==> src/mie_pkg.sv <==
// Shared types and constants for the modular inverse block.
package mie_pkg;

   // Default operand width and reset value of the modulus register
   localparam int unsigned VALUE_BITS = 30;
   localparam logic [63:0] MODULUS_RESET = 64'd1000000007;

   // Sequencer states of the Euclid core
   typedef enum logic [2:0] {
      ST_IDLE,
      ST_CHECK,
      ST_DIVIDE,
      ST_REDUCE,
      ST_DONE
   } core_state_type;

endpackage

==> src/mie_divider.sv <==
// Radix-2 restoring divider that also accumulates quotient times a signed multiplicand.
module mie_divider #(
   parameter int unsigned VALUE_BITS = mie_pkg::VALUE_BITS
) (
   input  logic                         clock,
   input  logic                         reset,
   input  logic                         start,
   input  logic [VALUE_BITS-1:0]        dividend,
   input  logic [VALUE_BITS-1:0]        divisor,
   input  logic signed [VALUE_BITS+1:0] mult,
   output logic                         done,
   output logic [VALUE_BITS-1:0]        remainder,
   output logic signed [VALUE_BITS+1:0] product
);

   localparam int unsigned XW = VALUE_BITS + 2;
   localparam int unsigned CW = $clog2(VALUE_BITS);

   logic                  busy_ff, busy_in;
   logic                  done_ff, done_in;
   logic [CW-1:0]         cnt_ff, cnt_in;
   logic [VALUE_BITS-1:0] quo_ff, quo_in;
   logic [VALUE_BITS-1:0] rem_ff, rem_in;
   logic [VALUE_BITS-1:0] dvs_ff, dvs_in;
   logic signed [XW-1:0]  mul_ff, mul_in;
   logic signed [XW-1:0]  prod_ff, prod_in;
   logic [VALUE_BITS:0]   shifted;
   logic [VALUE_BITS:0]   diff;
   logic                  qbit;

   // One quotient bit per cycle, MSB first; fold it into the running product
   always_comb begin
      shifted = {rem_ff, quo_ff[VALUE_BITS-1]};
      diff    = shifted - {1'b0, dvs_ff};
      qbit    = ~diff[VALUE_BITS];
      busy_in = busy_ff;
      done_in = 1'b0;
      cnt_in  = cnt_ff;
      quo_in  = quo_ff;
      rem_in  = rem_ff;
      dvs_in  = dvs_ff;
      mul_in  = mul_ff;
      prod_in = prod_ff;
      if (start) begin
         busy_in = 1'b1;
         cnt_in  = CW'(VALUE_BITS - 1);
         quo_in  = dividend;
         rem_in  = '0;
         dvs_in  = divisor;
         mul_in  = mult;
         prod_in = '0;
      end else if (busy_ff) begin
         quo_in  = {quo_ff[VALUE_BITS-2:0], 1'b0};
         rem_in  = qbit ? diff[VALUE_BITS-1:0] : shifted[VALUE_BITS-1:0];
         prod_in = (prod_ff <<< 1) + (qbit ? mul_ff : XW'(0));
         cnt_in  = cnt_ff - CW'(1);
         if (cnt_ff == '0) begin
            busy_in = 1'b0;
            done_in = 1'b1;
         end
      end
   end

   // Hold control state
   always_ff @(posedge clock) begin
      if (reset) begin
         busy_ff <= 1'b0;
         done_ff <= 1'b0;
      end else begin
         busy_ff <= busy_in;
         done_ff <= done_in;
      end
   end

   // Advance datapath registers
   always_ff @(posedge clock) begin
      cnt_ff  <= cnt_in;
      quo_ff  <= quo_in;
      rem_ff  <= rem_in;
      dvs_ff  <= dvs_in;
      mul_ff  <= mul_in;
      prod_ff <= prod_in;
   end

   assign done      = done_ff;
   assign remainder = rem_ff;
   assign product   = prod_ff;

endmodule

==> src/mie_core.sv <==
// Extended Euclid sequencer: remainder/coefficient registers, final reduction.
module mie_core #(
   parameter int unsigned VALUE_BITS = mie_pkg::VALUE_BITS
) (
   input  logic                  clock,
   input  logic                  reset,
   input  logic                  start,
   input  logic [VALUE_BITS-1:0] value,
   input  logic [VALUE_BITS-1:0] modulus,
   output logic                  idle,
   output logic                  res_valid,
   input  logic                  res_ready,
   output logic [VALUE_BITS-1:0] inverse,
   output logic                  coprime
);

   localparam int unsigned XW = VALUE_BITS + 2;

   mie_pkg::core_state_type state_ff, state_in;
   logic [VALUE_BITS-1:0]   r1_ff, r1_in;
   logic [VALUE_BITS-1:0]   r2_ff, r2_in;
   logic signed [XW-1:0]    x1_ff, x1_in;
   logic signed [XW-1:0]    x2_ff, x2_in;
   logic [VALUE_BITS-1:0]   inv_ff, inv_in;
   logic                    cop_ff, cop_in;
   logic                    div_start;
   logic                    div_done;
   logic [VALUE_BITS-1:0]   div_rem;
   logic signed [XW-1:0]    div_prod;
   logic signed [XW-1:0]    m_ext;
   logic signed [XW-1:0]    red;

   mie_divider #(
      .VALUE_BITS(VALUE_BITS)
   ) u_divider (
      .clock    (clock),
      .reset    (reset),
      .start    (div_start),
      .dividend (r1_ff),
      .divisor  (r2_ff),
      .mult     (x2_ff),
      .done     (div_done),
      .remainder(div_rem),
      .product  (div_prod)
   );

   assign m_ext = $signed({2'b00, modulus});

   // Bring the coefficient from [-m, m] into [0, m-1]
   always_comb begin
      if (x1_ff < 0) begin
         red = x1_ff + m_ext;
      end else if (x1_ff >= m_ext) begin
         red = x1_ff - m_ext;
      end else begin
         red = x1_ff;
      end
   end

   // Next state and datapath updates
   always_comb begin
      state_in  = state_ff;
      r1_in     = r1_ff;
      r2_in     = r2_ff;
      x1_in     = x1_ff;
      x2_in     = x2_ff;
      inv_in    = inv_ff;
      cop_in    = cop_ff;
      div_start = 1'b0;
      unique case (state_ff)
         mie_pkg::ST_IDLE: begin
            if (start) begin
               r1_in = value;
               r2_in = modulus;
               x1_in = XW'(1);
               x2_in = '0;
               if (modulus == '0) begin
                  inv_in   = '0;
                  cop_in   = 1'b0;
                  state_in = mie_pkg::ST_DONE;
               end else begin
                  state_in = mie_pkg::ST_CHECK;
               end
            end
         end
         mie_pkg::ST_CHECK: begin
            if (r2_ff == '0) begin
               state_in = mie_pkg::ST_REDUCE;
            end else begin
               div_start = 1'b1;
               state_in  = mie_pkg::ST_DIVIDE;
            end
         end
         mie_pkg::ST_DIVIDE: begin
            if (div_done) begin
               x1_in    = x2_ff;
               x2_in    = x1_ff - div_prod;
               r1_in    = r2_ff;
               r2_in    = div_rem;
               state_in = mie_pkg::ST_CHECK;
            end
         end
         mie_pkg::ST_REDUCE: begin
            inv_in   = red[VALUE_BITS-1:0];
            cop_in   = (r1_ff == VALUE_BITS'(1));
            state_in = mie_pkg::ST_DONE;
         end
         mie_pkg::ST_DONE: begin
            if (res_ready) begin
               state_in = mie_pkg::ST_IDLE;
            end
         end
         default: begin
            state_in = mie_pkg::ST_IDLE;
         end
      endcase
   end

   // Hold sequencer state
   always_ff @(posedge clock) begin
      if (reset) begin
         state_ff <= mie_pkg::ST_IDLE;
      end else begin
         state_ff <= state_in;
      end
   end

   // Advance working registers
   always_ff @(posedge clock) begin
      r1_ff  <= r1_in;
      r2_ff  <= r2_in;
      x1_ff  <= x1_in;
      x2_ff  <= x2_in;
      inv_ff <= inv_in;
      cop_ff <= cop_in;
   end

   assign idle      = (state_ff == mie_pkg::ST_IDLE);
   assign res_valid = (state_ff == mie_pkg::ST_DONE);
   assign inverse   = inv_ff;
   assign coprime   = cop_ff;

`ifndef SYNTHESIS
   a_start_idle: assert property (@(posedge clock) disable iff (reset)
      start |-> (state_ff == mie_pkg::ST_IDLE))
      else $error("start outside idle");

   a_done_in_divide: assert property (@(posedge clock) disable iff (reset)
      div_done |-> (state_ff == mie_pkg::ST_DIVIDE))
      else $error("divider done outside divide state");

   a_coef_bound: assert property (@(posedge clock) disable iff (reset)
      (state_ff == mie_pkg::ST_REDUCE) |-> ((x1_ff >= -m_ext) && (x1_ff <= m_ext)))
      else $error("coefficient out of range at reduction");

   a_inv_range: assert property (@(posedge clock) disable iff (reset)
      res_valid |-> ((inv_ff < modulus) || (inv_ff == '0)))
      else $error("inverse not below modulus");

   a_reduce_to_done: assert property (@(posedge clock) disable iff (reset)
      (state_ff == mie_pkg::ST_REDUCE) |=> (state_ff == mie_pkg::ST_DONE))
      else $error("reduction did not finish");
`endif

endmodule

==> src/modular_inverse_ext_euclid_top.sv <==
// Top level of the modular inverse block: stream ports, modulus register, result register.
//
// Computes value^-1 mod modulus with the extended Euclidean algorithm and flags
// whether gcd(value, modulus) is one. One item is in work at a time: req_tready is
// high only while the core is idle. Each Euclid step runs the shared radix-2
// divider and then updates the remainder and coefficient registers; a final
// reduction brings the coefficient into [0, modulus-1] before hand-off. A zero
// modulus returns zero with coprime low without running the divider. A finished
// result sits in an output register, so the next item is accepted while it waits
// for rsp_tready. Write csr_wr_data with csr_wr_en only while no item is in work.
module modular_inverse_ext_euclid_top #(
   parameter int unsigned VALUE_BITS = mie_pkg::VALUE_BITS
) (
   input  logic                                clock,
   input  logic                                reset,
   // request stream
   input  logic                                req_tvalid,
   output logic                                req_tready,
   input  logic [((VALUE_BITS+7)/8)*8-1:0]     req_tdata,   // [VALUE_BITS-1:0] value
   // response stream
   output logic                                rsp_tvalid,
   input  logic                                rsp_tready,
   output logic [((VALUE_BITS+7)/8)*8-1:0]     rsp_tdata,   // [VALUE_BITS-1:0] inverse
   output logic                                rsp_tuser,   // [0] coprime
   // modulus register
   input  logic                                csr_wr_en,
   input  logic [VALUE_BITS-1:0]               csr_wr_data
);

   localparam int unsigned DW = ((VALUE_BITS + 7) / 8) * 8;

   logic [VALUE_BITS-1:0] modulus_ff, modulus_in;
   logic                  out_valid_ff, out_valid_in;
   logic [VALUE_BITS-1:0] out_inv_ff, out_inv_in;
   logic                  out_cop_ff, out_cop_in;
   logic                  core_idle;
   logic                  core_valid;
   logic                  core_ready;
   logic [VALUE_BITS-1:0] core_inv;
   logic                  core_cop;
   logic                  req_xfer;

   assign req_tready = core_idle;
   assign req_xfer   = req_tvalid & core_idle;

   mie_core #(
      .VALUE_BITS(VALUE_BITS)
   ) u_core (
      .clock    (clock),
      .reset    (reset),
      .start    (req_xfer),
      .value    (req_tdata[VALUE_BITS-1:0]),
      .modulus  (modulus_ff),
      .idle     (core_idle),
      .res_valid(core_valid),
      .res_ready(core_ready),
      .inverse  (core_inv),
      .coprime  (core_cop)
   );

   // Load the output register when it is empty or its transfer completes
   assign core_ready = ~out_valid_ff | rsp_tready;

   always_comb begin
      modulus_in   = csr_wr_en ? csr_wr_data : modulus_ff;
      out_valid_in = out_valid_ff;
      out_inv_in   = out_inv_ff;
      out_cop_in   = out_cop_ff;
      if (core_ready) begin
         out_valid_in = core_valid;
         if (core_valid) begin
            out_inv_in = core_inv;
            out_cop_in = core_cop;
         end
      end
   end

   // Hold control state and the modulus register
   always_ff @(posedge clock) begin
      if (reset) begin
         modulus_ff   <= VALUE_BITS'(mie_pkg::MODULUS_RESET);
         out_valid_ff <= 1'b0;
      end else begin
         modulus_ff   <= modulus_in;
         out_valid_ff <= out_valid_in;
      end
   end

   // Hold result payload
   always_ff @(posedge clock) begin
      out_inv_ff <= out_inv_in;
      out_cop_ff <= out_cop_in;
   end

   assign rsp_tvalid = out_valid_ff;
   assign rsp_tdata  = DW'(out_inv_ff);
   assign rsp_tuser  = out_cop_ff;

endmodule

==> config.mk <==
export PLATFORM = sky130hd
export DESIGN_NAME = modular_inverse_ext_euclid_top
export DESIGN_NICKNAME = d
export VERILOG_FILES = /design/src/mie_pkg.sv /design/src/mie_divider.sv /design/src/mie_core.sv /design/src/modular_inverse_ext_euclid_top.sv
export SDC_FILE = /design/constraint.sdc
export NUM_CORES = 1
export LEC_CHECK = 0
export ABC_CLOCK_PERIOD_IN_PS = 12300
export BUFFER_PORTS_ARGS = -buffer_cell sky130_fd_sc_hd__buf_4
export CAP_MARGIN = 20
export CORE_UTILIZATION = 25
export CTS_BUF_LIST = sky130_fd_sc_hd__clkbuf_8
export CTS_CLUSTER_DIAMETER = 100
export DETAILED_ROUTE_END_ITERATION = 10
export MAX_ROUTING_LAYER = met4
export PLACE_DENSITY_LB_ADDON = 0.15
export SKIP_LAST_GASP = 1
export SYNTH_ARGS = -nofsm -noshare
export SYNTH_HDL_FRONTEND = slang
export SYNTH_HIERARCHICAL = 1
export SYNTH_SLANG_ARGS = --single-unit
==> constraint.sdc <==
create_clock -name clock -period 12.3 [get_ports clock]
set_input_delay 1.23 -clock clock [delete_from_list [all_inputs] [get_ports clock]]
set_output_delay 1.23 -clock clock [all_outputs]
set_load 0.01 [all_outputs]
## Yosys cells after proc, flatten, opt, wreduce, memory -nomap -nowiden

Cells that the tools add are included.

| operators by class | value |
|---|---|
| $add $sub $neg | 6 |
| $mul | 0 |
| div/mod/pow operators | 0 |
| order comparisons | 2 |
| eq/ne operators | 9 |
| shift operators | 0 |
| muxes and demuxes | 36 |
| bitwise logic cells | 4 |
| reductions and logical operators | 12 |

Operator list:

| operator | number |
|---|---|
| $mux W30 | 11 |
| $pmux W30 S2 | 3 |
| $mux W32 | 5 |
| $pmux W32 S2 | 2 |
| $logic_not A30 Y1 | 2 |
| $add A32 B32 Y32 | 1 |
| $ge A32 B31 Y1 | 1 |
| $lt A32 B1 Y1 const B | 1 |
| $sub A32 B32 Y32 | 1 |
| $sub A31 B30 Y31 | 1 |
| $add A30 B30 Y30 | 1 |
| $eq A30 B1 Y1 const B | 1 |
| $sub A30 B30 Y30 | 1 |
| $pmux W3 S5 | 1 |
| $mux W3 | 4 |
| $mux W1 | 9 |
| $reduce_and A3 Y1 | 3 |
| $eq A3 B2 Y1 const B | 2 |
| $ne A2 B1 Y1 const B | 3 |
| $reduce_bool A2 Y1 | 3 |
| $logic_not A5 Y1 | 1 |
| $sub A5 B1 Y5 const B | 1 |
| $eq A3 B1 Y1 const B | 1 |
| $eq A3 B3 Y1 const B | 1 |
| 8 further kinds | 9 |

| word-level totals | value |
|---|---|
| register bits after elaboration | 381 |
| latch bits | 0 |
| memory bits (writable) | 0 |
| ROM bits | 0 |
| input bits | 67 |
| output and inout port bits | 35 |
| logic and storage cells | 88 |
| memories | 0 |

## Logic depth before layout (Yosys ltp)

| logic depth | value |
|---|---|
| word-level depth | 4 |
| depth in mapped cells | 25 |
| mapped depth without buffers | 24 |

## Cells and area by module

Netlist, hierarchy kept.

Modules (own cells, without submodules):

| module | times used | cells each | area each (um^2) | sequential area each (um^2) |
|---|---|---|---|---|
| mie_core | 1 | 1296 | 11617.4 | 4714.5 |
| mie_divider | 1 | 858 | 9067.4 | 4144.0 |
| modular_inverse_ext_euclid_top | 1 | 138 | 2152.1 | 1551.5 |

## Worst setup path after synthesis

OpenSTA, ideal clock, no wires.

| path | value |
|---|---|
| path type | input to register |
| start | in req_tvalid |
| end | reg u_core.r1_ff[0], enable pin |
| library setup time | 759 ps |
| arrival time | 9812 ps |
| data required time | 11541 ps |
| slack | 1729 ps |
| cell stages on the path | 3 |
| buffers on the path | 0 |
| path through | and2_1 > mux2i_1 > nor3_1 |

| between the ends | value |
|---|---|
| longest elaborated chain between the ends | 3 |

Ends and longest elaborated chain:

| element | line | text |
|---|---|---|
| start: declaration | modular_inverse_ext_euclid_top.sv:17 | `input logic req_tvalid,` |
| $and A1 B1 Y1 | modular_inverse_ext_euclid_top.sv:44 | `assign req_xfer = req_tvalid & core_idle;` |
| $ne A2 B1 Y1 (no line) | n/a |  |
| $reduce_and A3 Y1 (no line) | n/a |  |
| end signal: assignment | mie_core.sv:130 | `r1_ff <= r1_in;` |
| end: declaration | mie_core.sv:20 | `logic [VALUE_BITS-1:0] r1_ff, r1_in;` |

Every way passes these cells.
A chain may end at the register's enable or synchronous reset.

## Worst setup path after layout

| path | value |
|---|---|
| start | reg u_core.u_divider.quo_ff[29] |
| end | reg u_core.u_divider.prod_ff[31] (netlist: u_core/u_divider/product[31]) |

| between the ends | value |
|---|---|
| longest elaborated chain between the ends | 3 |

Ends and longest elaborated chain:

| element | line | text |
|---|---|---|
| start: declaration | mie_divider.sv:22 | `logic [VALUE_BITS-1:0] quo_ff, quo_in;` |
| start signal: assignment | mie_divider.sv:78 | `quo_ff <= quo_in;` |
| $sub A31 B30 Y31 | mie_divider.sv:34 | `diff = shifted - {1'b0, dvs_ff};` |
| $mux W32 | mie_divider.sv:55 | `prod_in = (prod_ff <<< 1) + (qbit ? mul_ff : XW'(0));` |
| $add A32 B32 Y32 | mie_divider.sv:55 |  |
| end signal: assignment | mie_divider.sv:82 | `prod_ff <= prod_in;` |
| end: declaration | mie_divider.sv:26 | `logic signed [XW-1:0] prod_ff, prod_in;` |

Every way passes these cells.

==> summary.md <==
| Metric | Value |
|---|---|
| Status | `completed` |
| Switching Share | `0.3855` |
| Fin util | `0.2891` |
| Synth Area in Simple Gates | `0.1621` |
| Max cap viols | `0` |
| Hold Path End | `rsp_tuser$_DFFE_PP_` |
| Share of cells above drive strength 1 | `0.1379` |
| Power Density | `183.8 mW/mm^2` |
| Chip Height | `304.2 microns` |
| Minimum clock period | `6.889 ns` |
| Slew HR | `0.3514` |
| Final Cell Area | `0.02611 sq mm` |
| RSZ-0062 raised after global routing | `false` |
| Tot GR Track Use | `0.1624` |
| Number of vias per cell | `4.875` |
| Antenna Violating Nets Remaining | `0` |
| Complex-gate fraction of the synthesized area | `0.1717` |
| Largest family of logic cells by synthesized area | `compound AO/OA/AOI/OAI gates` |
| Initial Utilization | `0.2529` |
| # H-tree levels | `3` |
| CTS tree | `built` |
| Clk root buf | `clkbuf_8` |
| Post-synthesis cell area | `0.02284 sq mm` |
| Detailed Place HPWL | `53,160 microns` |
| Slew @ Worst Pin | `0.9710 ns` |
| Post-synth top area cell | `edfxtp_1` |
| Final Max Tran Viols | `0` |
| Drt first pass iters | `5` |
| Logic pwr share | `0.382` |
| Worst hold margin | `0.4069 ns` |
| # rows | `110` |
| Fmax | `0.1452 GHz` |
| Yosys top cell area share | `0.3655` |
| Initial antenna violation count | `3` |
| Total Power | `4.797 mW` |
| Post-synthesis xor/xnor area fraction | `0.04257` |
| Crit Reg-Reg Endpoint | `u_core/u_divider/product[31]$_SDFFE_PP0P_` |
| DR iter-0 viols | `1,019` |
| Mux cell area share after synthesis | `0.03452` |
| Die W | `304.2 microns` |
| Crit-path cells | `inv_1 > ha_1 > fa_1 > nand2b_1 > a211oi_2 > o311ai_2 > o21ai_2 > a21oi_4 > o22ai_4 > o221ai_4 > xnor2_4 > buf_4 > and2_1 > ha_1 > a211oi_1 > nand4_1 > o21ai_1 > nor4_1 > o221ai_1 > mux2i_1 > o2111ai_1 > or4_1 > nand3_1` |
| CTS Hold Bufs | `0` |
| DP Area | `0.02473 sq mm` |
| Crit-path max FO | `49` |
| Cts repair resizes | `0` |
| Worst Hold Launch | `u_core/coprime$_SDFFCE_PN0P_` |
| DR vias | `17,630` |
| P_sw | `1.849 mW` |
| Mean Syn Cell Area | `9.964 sq um` |
| Drt total wl | `73,830 microns` |
| Synth Instances | `2,292` |
| Synth area leaders | `edfxtp_1, dfxtp_1, ha_1` |
| Clk buf depth | `3` |
| Critical Path Max Stage Delay | `0.65 ns` |
| Setup crit start kind | `flip-flop` |
| Crit path top cell by count | `ha_1` |
| Pint | `2.948 mW` |
| Leakage power figure | `10.24 nW` |
| Synth-to-Final Area Change | `14.31%` |
| Full die area | `0.09256 sq mm` |
| Reg-to-reg setup timing slack | `5.41 ns` |
| Total clock sinks | `381` |
| CP required | `12.90 ns` |
| Largest net degree at the start of global routing | `95` |
| Top_reg_cell synth | `edfxtp_1` |
| Post-synthesis async set-or-reset flop share | `0` |
| Clock Pin Slew Worst Setup and Hold Paths | `0.06 ns` |
| Final setup vio count | `0` |
| I/O Pins | `102` |
| DRC | `0` |
| Sequential area share after synthesis | `0.4558` |
| Worst-Skew Late Latency | `0.67 ns` |
| Hold Vio Cnt, Final | `0` |
| Per-cell routed wire length | `20.42 microns` |
| Buffers & Inverters on Critical Path | `2` |
| Cells on worst reg2reg path | `23` |
| Core area | `0.09029 sq mm` |
| Crit-path slowest cell | `buf_4` |
| Worst hold path class | `flip-flop to flip-flop` |
| Family with the most delay on the worst path | `compound AO/OA/AOI/OAI gates` |
| IO buf count | `97` |
| Worst hold path depth | `0` |
| Synth Area in Adders | `0.08711` |
| Number of global-route vias before repair | `17,920` |
| Post-synthesis register bit count | `381` |
| Yosys Warn Count | `6` |
| Post-CTS Setup Inserts | `0` |
| Fin Setup TNS | `0 ns` |
| Clock power frac | `0.248` |
| Clk_skew | `0.02312 ns` |
| First-pass GRT wire length | `111,500 microns` |
| Critical path class | `flip-flop to flip-flop` |
| NumNets Final | `2,601` |
| Worst setup EP type | `flip-flop` |
| Crit path DAT | `7.49 ns` |
| Worst r2r src | `u_core/u_divider/quo_ff[29]$_DFFE_PP_` |
| Synth cell types | `105` |
| Final worst path period share | `0.5601` |
| Post-synth EDFFs | `278` |
| Reg power frac | `0.370` |
| CTS Buf Count | `71` |
| VDD IR max | `78.55 uV` |
| Grt ovf | `0` |
| Gpl congestion | `0.8826` |
==> cells in the final DEF (no fill, tap or decap), types with 8 or more instances in the layout <==
cell      netlist  final
and3_1         50     50
xnor2_1        67     67
and2b_2         9      9
nor4_1         25     24
xor2_1         39     39
buf_4           4    116
ha_1          151    151
o21bai_1       16     16
a211o_1        11     11
nand4_1        24     24
nand3_1        35     35
a31oi_1        15     15
mux2i_1        45     45
nor2b_1        22     22
clkinv_2        0      8
a311oi_2       18     18
o211ai_1       14     14
mux2_2         30     30
a211o_2        10     10
or4_1           8      8
o31ai_1        11     11
inv_1         137    164
nor3_1         43     41
dfxtp_1       103    102
edfxtp_1      278    278
o221ai_1        8      8
o21ai_0       109    109
a211oi_1       21     21
and2_1         38     37
clkbuf_8        1     84
or3_1           8      8
clkinv_1        2     11
o21a_1         24     24
a21o_1         43     43
nor2_1        198    198
nand2_1       255    254
nand2b_1       27     27
a21oi_1       149    148
a311oi_1        9      9
==> final cells by class <==
type	instances	area (sq um)
Clock buffer	84	1156
Tap cell	1176	1471
Multi-Input combinational cell	1666	11420
Antenna cell	3	7.507
Inverter	140	525.5
Timing Repair Buffer	118	905.9
Fill cell	9576	64180
Clock inverter	48	207.7
Sequential cell	381	10410
==> stage by stage <==
step	std cells	setup slack, ns
6_report	3616	5.411
5_1_grt	3614	4.980
4_1_cts	3613	5.367
3_5_place_dp	3481	5.397
2_1_floorplan	2293	1.729
3_3_place_gp	3480	5.398
==> per-layer routing <==
| metal | vias up | share of wire | GRT usage |
|---|---|---|---|
| met4 | 0 | 0.025 | 0.04992 |
| met1 | 8586 | 0.48 | 0.2166 |
| met3 | 115 | 0.041 | 0.02639 |
| li1 | 8510 | - | - |
| met5 | - | 0 | - |
| met2 | 418 | 0.46 | 0.2512 |
==> worst register-to-register path, cell delays in order (launching register included) <==
cell	delay (ns)
edfxtp_1	0.37
inv_1	0.05
ha_1	0.22
fa_1	0.42
nand2b_1	0.21
a211oi_2	0.28
o311ai_2	0.18
o21ai_2	0.36
a21oi_4	0.12
o22ai_4	0.25
o221ai_4	0.19
xnor2_4	0.52
buf_4	0.65
and2_1	0.28
ha_1	0.29
a211oi_1	0.27
nand4_1	0.13
o21ai_1	0.45
nor4_1	0.14
o221ai_1	0.37
mux2i_1	0.24
o2111ai_1	0.24
or4_1	0.53
nand3_1	0.08
==> worst max-delay path by stage <==
stage	slack (ns)	cells past startpoint	startpoint	to
after floorplan	1.73	3	req_tvalid	u_core/r1_ff[0]$_DFFE_PP_
after global placement	5.40	24	u_core/u_divider/quo_ff[29]$_DFFE_PP_	u_core/u_divider/product[31]$_SDFFE_PP0P_
after detailed placement	5.40	23	u_core/u_divider/quo_ff[29]$_DFFE_PP_	u_core/u_divider/product[31]$_SDFFE_PP0P_
after CTS	5.37	23	u_core/u_divider/quo_ff[29]$_DFFE_PP_	u_core/u_divider/product[31]$_SDFFE_PP0P_
after global routing	4.98	23	u_core/u_divider/quo_ff[29]$_DFFE_PP_	u_core/u_divider/product[31]$_SDFFE_PP0P_
final	5.41	23	u_core/u_divider/quo_ff[29]$_DFFE_PP_	u_core/u_divider/product[31]$_SDFFE_PP0P_
==> synth_stat cells, types with 6 or more instances <==
master    number
a211o_1       11
a211o_2       10
a211oi_1      21
a21o_1        43
a21oi_1      149
a311oi_1       9
a311oi_2      18
a31oi_1       15
and2_1        38
and2b_2        9
and3_1        50
buf_1          7
buf_2         17
buf_6          7
clkbuf_1      68
dfxtp_1      103
edfxtp_1     278
ha_1         151
inv_1        137
mux2_2        30
mux2i_1       45
nand2_1      255
nand2b_1      27
nand3_1       35
nand4_1       24
nor2_1       198
nor2b_1       22
nor3_1        43
nor3b_1        6
nor4_1        25
o211ai_1      14
o21a_1        24
o21ai_0      109
o21bai_1      16
o221ai_1       8
o31ai_1       11
or2_2          6
or3_1          8
or4_1          8
xnor2_1       67
xor2_1        39
==> logic make-up after synthesis <==
logic type               Yosys count
adder cells (fa/ha/maj)          156
flip-flops                       381
multiplexers                      75
AO/OA/AOI/OAI                    550
buffers and inverters            246
XOR/XNOR                         108
other                              1
AND/OR/NAND/NOR                  775
==> power by group through the flow <==
stage,Sequential (mW),Combinational [mW],Clock (mW)
floorplan,1.74,1.43,0
global placement,1.81,1.81,0
detailed placement,1.81,1.82,0
CTS,1.78,1.84,1.25
global route,1.80,2.04,1.30
finish,1.78,1.83,1.19
==> state kept, by name, summed over array words and instances, names as in the netlist <==
register and flops:
modulus_ff 30, out_inv_ff 30, rsp_tuser 1, rsp_tvalid 1
u_core/coprime 1, u_core/inverse 30, u_core/r1_ff 30, u_core/r2_ff 30
u_core/state_ff 3, u_core/u_divider/busy_ff 1, u_core/u_divider/cnt_ff 5, u_core/u_divider/done 1
u_core/u_divider/dvs_ff 30, u_core/u_divider/mul_ff 32, u_core/u_divider/product 32, u_core/u_divider/quo_ff 30
u_core/u_divider/remainder 30, u_core/x1_ff 32, u_core/x2_ff 32
(Power assumes the default switching activity.)
